[config.mk]
export PLATFORM = sky130hd
export DESIGN_NAME = mdea_front
export DESIGN_NICKNAME = d
export VERILOG_FILES = /design/src/mdea_pkg.sv /design/src/mdea_front.sv
export SDC_FILE = /design/constraint.sdc
export NUM_CORES = 1
export LEC_CHECK = 0
export ABC_AREA = 1
export BUFFER_PORTS_ARGS = -buffer_cell sky130_fd_sc_hd__buf_2
export CORE_ASPECT_RATIO = 1.5
export CORE_MARGIN = 10
export CORE_UTILIZATION = 30
export CTS_CLUSTER_SIZE = 16
export DETAILED_ROUTE_END_ITERATION = 10
export GPL_ROUTABILITY_DRIVEN = 0
export PLACE_DENSITY = 0.58
export SLEW_MARGIN = 30
export SYNTH_ARGS = -nofsm -noshare
export SYNTH_HDL_FRONTEND = slang
export SYNTH_SLANG_ARGS = --single-unit
[constraint.sdc]
create_clock -name clk_i -period 1.45 [get_ports clk_i]
set_clock_uncertainty 0.15 [all_clocks]
set_input_delay 0.0725 -clock clk_i [delete_from_list [all_inputs] [get_ports clk_i]]
set_output_delay 0.0725 -clock clk_i [all_outputs]
set_load 0.02 [all_outputs]
[src/mdea_pkg.sv]
// shared types, constants and helpers for the diagonal edit aligner
package mdea_pkg;

  localparam int MaxLen      = 256;
  localparam int MaxD        = 32;
  localparam int GapDiscount = 8;
  localparam int RowOff      = MaxD + 1;

  localparam int SymW  = 4;
  localparam int LenW  = $clog2(MaxLen) + 1;
  localparam int AddrW = $clog2(MaxLen);
  localparam int DistW = $clog2(MaxD) + 1;
  localparam int XW    = 10;
  localparam int KW    = 10;
  localparam int YW    = 12;
  localparam int IdxW  = 9;
  localparam int RowDepth = 2 * (2 ** IdxW);

  // item kinds
  typedef enum logic [1:0] {
    OP_LOAD_A = 2'd0,
    OP_LOAD_B = 2'd1,
    OP_START  = 2'd2,
    OP_NONE   = 2'd3
  } op_e;

  // end modes
  typedef enum logic [2:0] {
    AM_EQUAL    = 3'd0,
    AM_A_PREFIX = 3'd1,
    AM_B_PREFIX = 3'd2,
    AM_EITHER   = 3'd3,
    AM_PRIMER   = 3'd4,
    AM_OVERLAP  = 3'd5
  } amode_e;

  // configuration register indexes
  typedef enum logic {
    REG_ALIGN_MODE = 1'b0,
    REG_MAX_DIST   = 1'b1
  } reg_e;

  typedef enum logic [3:0] {
    ST_IDLE,
    ST_INIT_K,
    ST_RD0,
    ST_RD1,
    ST_RD2,
    ST_RD3,
    ST_SN_RD,
    ST_SN_CMP,
    ST_END,
    ST_RES
  } state_e;

  // one queued transaction
  typedef struct packed {
    op_e             op;
    logic [SymW-1:0] sym;
  } item_t;

  // highest diagonal searched in row d
  function automatic logic signed [KW-1:0] upper_diag(amode_e m, logic [DistW-1:0] d);
    logic signed [KW-1:0] dd;
    dd = $signed(KW'(d));
    case (m)
      AM_OVERLAP: upper_diag = KW'(GapDiscount * int'(d) + GapDiscount - 1);
      AM_PRIMER:  upper_diag = dd + KW'(2);
      default:    upper_diag = dd;
    endcase
  endfunction

endpackage

[src/mdea_front.sv]
// input side: accepts transactions, drops unknown kinds, two-entry queue
module mdea_front (
  input  logic                         clk_i,
  input  logic                         rst_ni,
  input  logic                         s_tvalid_i,
  output logic                         s_tready_o,
  input  logic [1:0]                   s_tuser_i,
  input  logic [mdea_pkg::SymW-1:0]    s_tdata_i,
  output logic                         item_valid_o,
  input  logic                         item_ready_i,
  output mdea_pkg::item_t              item_o
);

  mdea_pkg::item_t entry_q [2];
  logic            wr_ptr_q, rd_ptr_q;
  logic [1:0]      count_q;
  logic            push, pop;
  mdea_pkg::op_e   op_in;

  assign op_in        = mdea_pkg::op_e'(s_tuser_i);
  assign s_tready_o   = (count_q != 2'd2);
  assign push         = s_tvalid_i && s_tready_o && (op_in != mdea_pkg::OP_NONE);
  assign item_valid_o = (count_q != 2'd0);
  assign pop          = item_valid_o && item_ready_i;
  assign item_o       = entry_q[rd_ptr_q];

  // queue storage
  always_ff @(posedge clk_i) begin
    if (push) begin
      entry_q[wr_ptr_q] <= '{op: op_in, sym: s_tdata_i};
    end
  end

  // queue pointers
  always_ff @(posedge clk_i or negedge rst_ni) begin
    if (!rst_ni) begin
      wr_ptr_q <= 1'b0;
      rd_ptr_q <= 1'b0;
      count_q  <= 2'd0;
    end else begin
      if (push) wr_ptr_q <= ~wr_ptr_q;
      if (pop)  rd_ptr_q <= ~rd_ptr_q;
      count_q <= count_q + 2'(push) - 2'(pop);
    end
  end

endmodule

Yosys cells after proc, flatten, opt, wreduce, memory -nomap -nowiden
Memory sizes are Yosys's and may differ from the RTL's.
Cells that the tools add are included.
Storage, ports and cells
  flip-flop bits (word level): 4
  bits in writable memories: 12
  input port bits: 10
  output and inout bits: 8
  word-level logic and storage cells: 16
  memories kept: 1
Cells by class
  $add $sub $neg: 2
  equality and inequality tests: 2
  multiplexer cells: 2
  bitwise logic cells: 2
  reductions and logical operators: 4
Memory list
  entry_q: depth 2, width 6, rd ports 1, clocked after Yosys merged registers in 0, wr ports 1, RTL line mdea_front.sv:14  | mdea_pkg::item_t entry_q [2];
Operators by type and width (count)
  inequality test 2 bit, second input constant: 2
  logical AND 1 bit: 3
  adder 2 x 1 -> 2 bit: 1
  2-to-1 mux 1 bit: 2
  inverter 1 bit: 2
  nonzero test 2 bit: 1
  subtractor 2 x 1 -> 2 bit: 1

Longest topological paths before layout
  depth in word-level cells: 5
  gate-level depth with buffers: 10
  depth with buffers taken out: 10

Worst setup path before layout
Ideal clock, no wire load.
  kind: reg-to-reg
  start point: register count_q[1]
  end point: register count_q[1]
  data arrival time: 1253 ps
  required time: 1184 ps
  setup slack: -70 ps
  stages on the path, launching flop included: 11
  cells stage by stage: dfrtp_1 -> inv_2 -> nand2_2 -> nand2_2 -> inv_1 -> ha_1 -> inv_1 -> ha_1 -> inv_1 -> nand2_1 -> nand2_1
Between the ends
  elaborated cells between the ends (all ways): 7
RTL lines
  from (decl): RTL line mdea_front.sv:16  | logic [1:0] count_q;
  from (signal assigned): RTL line mdea_front.sv:43  | count_q <= count_q + 2'(push) - 2'(pop);
  nonzero test 2 bit: RTL line mdea_front.sv:23  | assign item_valid_o = (count_q != 2'd0);
  named net item_valid_o: RTL line mdea_front.sv:9  | output logic item_valid_o,
  logical AND 1 bit: RTL line mdea_front.sv:24  | assign pop = item_valid_o && item_ready_i;
  named net pop: RTL line mdea_front.sv:17  | logic push, pop;
  subtractor 2 x 1 -> 2 bit: RTL line mdea_front.sv:43
The timed path passes the listed nets, and every way through them passes these cells.
A chain may end at the register's enable or synchronous reset.

Worst setup path in the final report
  start point: register count_q[1]
  end point: register count_q[1]
Between the ends
  word-level cells in the longest chain between the ends: 5
  elaborated cells between the ends (all ways): 7
RTL lines
  inequality test 2 bit: RTL line mdea_front.sv:21  | assign s_tready_o = (count_q != 2'd2);
  logical AND 1 bit (2 in a row): RTL line mdea_front.sv:22  | assign push = s_tvalid_i && s_tready_o && (op_in != mdea_pkg::OP_NONE);
  adder 2 x 1 -> 2 bit: RTL line mdea_front.sv:43
  subtractor 2 x 1 -> 2 bit (*): RTL line mdea_front.sv:43
Mark *: on every way between the ends. The rest lies on a longest branch, timed or not.

==> flow_summary.ini <==
[worst_setup_path]
cpMostUsedCell = ha_4
worstPathMaxFanout = 3
path_cells = nand2_2 -> nand3_4 -> ha_4 -> inv_2 -> ha_4 -> nand3_2 -> nand2_1
worstPathRequired_ns = 1.49
start_kind = register
crit_arrival_ns = 1.50
slowest_delay_ns = 0.42
endpoint_kind = register
reg2reg_depth = 7
crit_slowest_cell = dfrtp_1
crit_type = register to register

[synth]
synth_area_um2 = 696
ys_ff_latch = 16
yosys-top-cells-area = edfxtp_1 (52%), nand2_1 (15%), dfrtp_1 (14%), ha_1 (3.6%), nand2_2 (3.6%)
yosysUniqueCellTypes = 13
avgSynthCellArea_um2 = 10.9
synth_cells = 64
ys_warn_count = 0
yosysTopAreaCellShare_pct = 51.8
synth.yosys.seq_area_share_pct = 66.2
yosysTopAreaCell = edfxtp_1
syn-num-nets = 76

[floorplan]
rows = 21
fp.dieW_um = 59.3
dieArea_um2 = 4680
fp.coreArea_um2 = 2230
ioPinCount = 18
die_h_um = 79.0
start_util_pct = 31.1

[cts]
h-tree-depth = 1
cts_root_buffer = clkbuf_4
cts_buffers = 3
clockBufferDepth = 2
cts_num_sinks = 16
path_clk_slew_ns = 0.10
clock_latency_ns = 0.28
cts_tree = built

[status]
violations = negative setup slack
status = complete, but fails checks

[drt]
routedWlPerCell_um = 12.5
first_pass_iters = 4
final_antenna_net_count = 0
via_per_inst = 4.31
drc = 0
routed_wl_um = 1640
drt-initial-drc-count = 6
vias = 565

[sta]
fmax_mhz = 682
fin_ws_ns = -0.0157
post-route-period-util_pct = 101
period_needed_ns = 1.47
finalSetupTns_ns = -0.0709
setup_viol_count_final = 7
report.final.slew_viol_count = 0
worst_pin_slew_ns = 0.201
rsz0062_at_grt = true
finalHoldViolCount = 0
maxSlewHeadroom_pct = 86.6

[place]
place_area_um2 = 848
portBuffers = 17
dp_slack_ns = -0.0636

[global_route]
grt_pass1_vias = 637
grt_max_degree = 10
gr-total-overflow = 0
grt_usage_pct = 7.79
grt_pass1_wl_um = 2880
antenna_found_initial = 0

[finish]
layout_commonest_cell = nand2_1
regArea_um2 = 462
layout_common_cells = nand2_1 (25), buf_2 (16), edfxtp_1 (12)
diodes = 0
fin_area_um2 = 1110
area_growth_pct = 59.0
final_nets = 121
multiInputGateArea_um2 = 234
num-fill-cells = 197
drive_above_1_share_pct = 49.1

[pwr]
power.density_nw_per_um2 = 1880
peakVddDrop_mv = 0.963
p_leak_nw = 0.526

[hold_path]
hp-class = input port to register
min_path_cells = 4

[flow_run]
cap_violations = 0
-- stage by stage --
| stage | power [W] | std cells | hold WS (ns) | utilization [%] |
|---|---|---|---|---|
| after floorplan | 0.00122 | 64 | -0.373 | - |
| after global placement | 0.00148 | 109 | -0.265 | 38.0 |
| after detailed placement | 0.00150 | 109 | -0.265 | 38.0 |
| after CTS | 0.00199 | 128 | 0.0599 | 47.5 |
| after global routing | 0.00227 | 131 | 0.0979 | 49.5 |
| final | 0.00208 | 131 | 0.0442 | 49.5 |
-- cells by family after synthesis --
logic type / share of synthesized area (%)
AND/OR/NAND/NOR: 23.6
flip-flops: 66.2
adder cells (fa/ha/maj): 3.60
buffers and inverters: 6.65
-- final cells by class --
type / instances / share of cell area (%)
Tap cell: 23 / 2.60
Clock buffer: 4 / 3.28
Sequential cell: 16 / 41.7
Timing Repair Buffer: 41 / 27.8
Multi-Input combinational cell: 38 / 21.2
Inverter: 9 / 3.39
-- where the power goes --
part           total (W)  leakage, nW  internal [W]  switching [W]
combinational    0.00110        0.348      0.000503       0.000596
clock           0.000294       0.0210      0.000153       0.000141
sequential      0.000691        0.158      0.000624      0.0000674
-- timing repair --
item,4_1_cts,5_1_grt
endpoints found under the hold margin,18,0
hold buffers,10,0
pin swaps,6,8
resized for setup,11,7
setup endpoints to repair,10,22
buffers inserted,5,5
-- per-layer routing --
layer  routed length, µm  global-route usage [%]  vias to the layer above
met2                 922                    14.1                       15
met3                  78                    2.87                        7
met1                 586                    8.08                      250
met5                   0                       0                        -
li1                    -                       -                      293
met4                  53                    1.84                        0
-- sequential cells by signal, indices dropped and copies added (netlist names) --
| name | count |
|---|---|
| rd_ptr_q | 1 |
| wr_ptr_q | 1 |
| count_q | 2 |
| entry_q | 12 |
-- Yosys cell counts, drive strengths merged --
master	instances
buf	1
clkinv	1
dfrtp	4
edfxtp	12
ha	2
inv	8
nand2	31
nand3	3
nand4	1
nor2	1
-- path summary, 6_finish.rpt --
kind | startpoint | to | slack [ns]
setup / recovery | count_q[1] | count_q[1] | -0.02
hold / removal | s_tuser_i[1] | wr_ptr_q | 0.04
setup reg to reg | count_q[1] | count_q[1] | -0.02
hold reg to reg | wr_ptr_q | wr_ptr_q | 0.34
max in group asynchronous | rst_ni | rd_ptr_q | 0.44
min in group asynchronous | rst_ni | rd_ptr_q | 0.52
-- critical path, delay by kind of cell, from the launching register on --
kind	cells	cell delay, ns
adders and majority gates	2	0.43
DFF	1	0.42
and+or+nand+nor	4	0.33
buffers and inverters	1	0.04
Note: power is estimated with default switching activity, not from simulation.
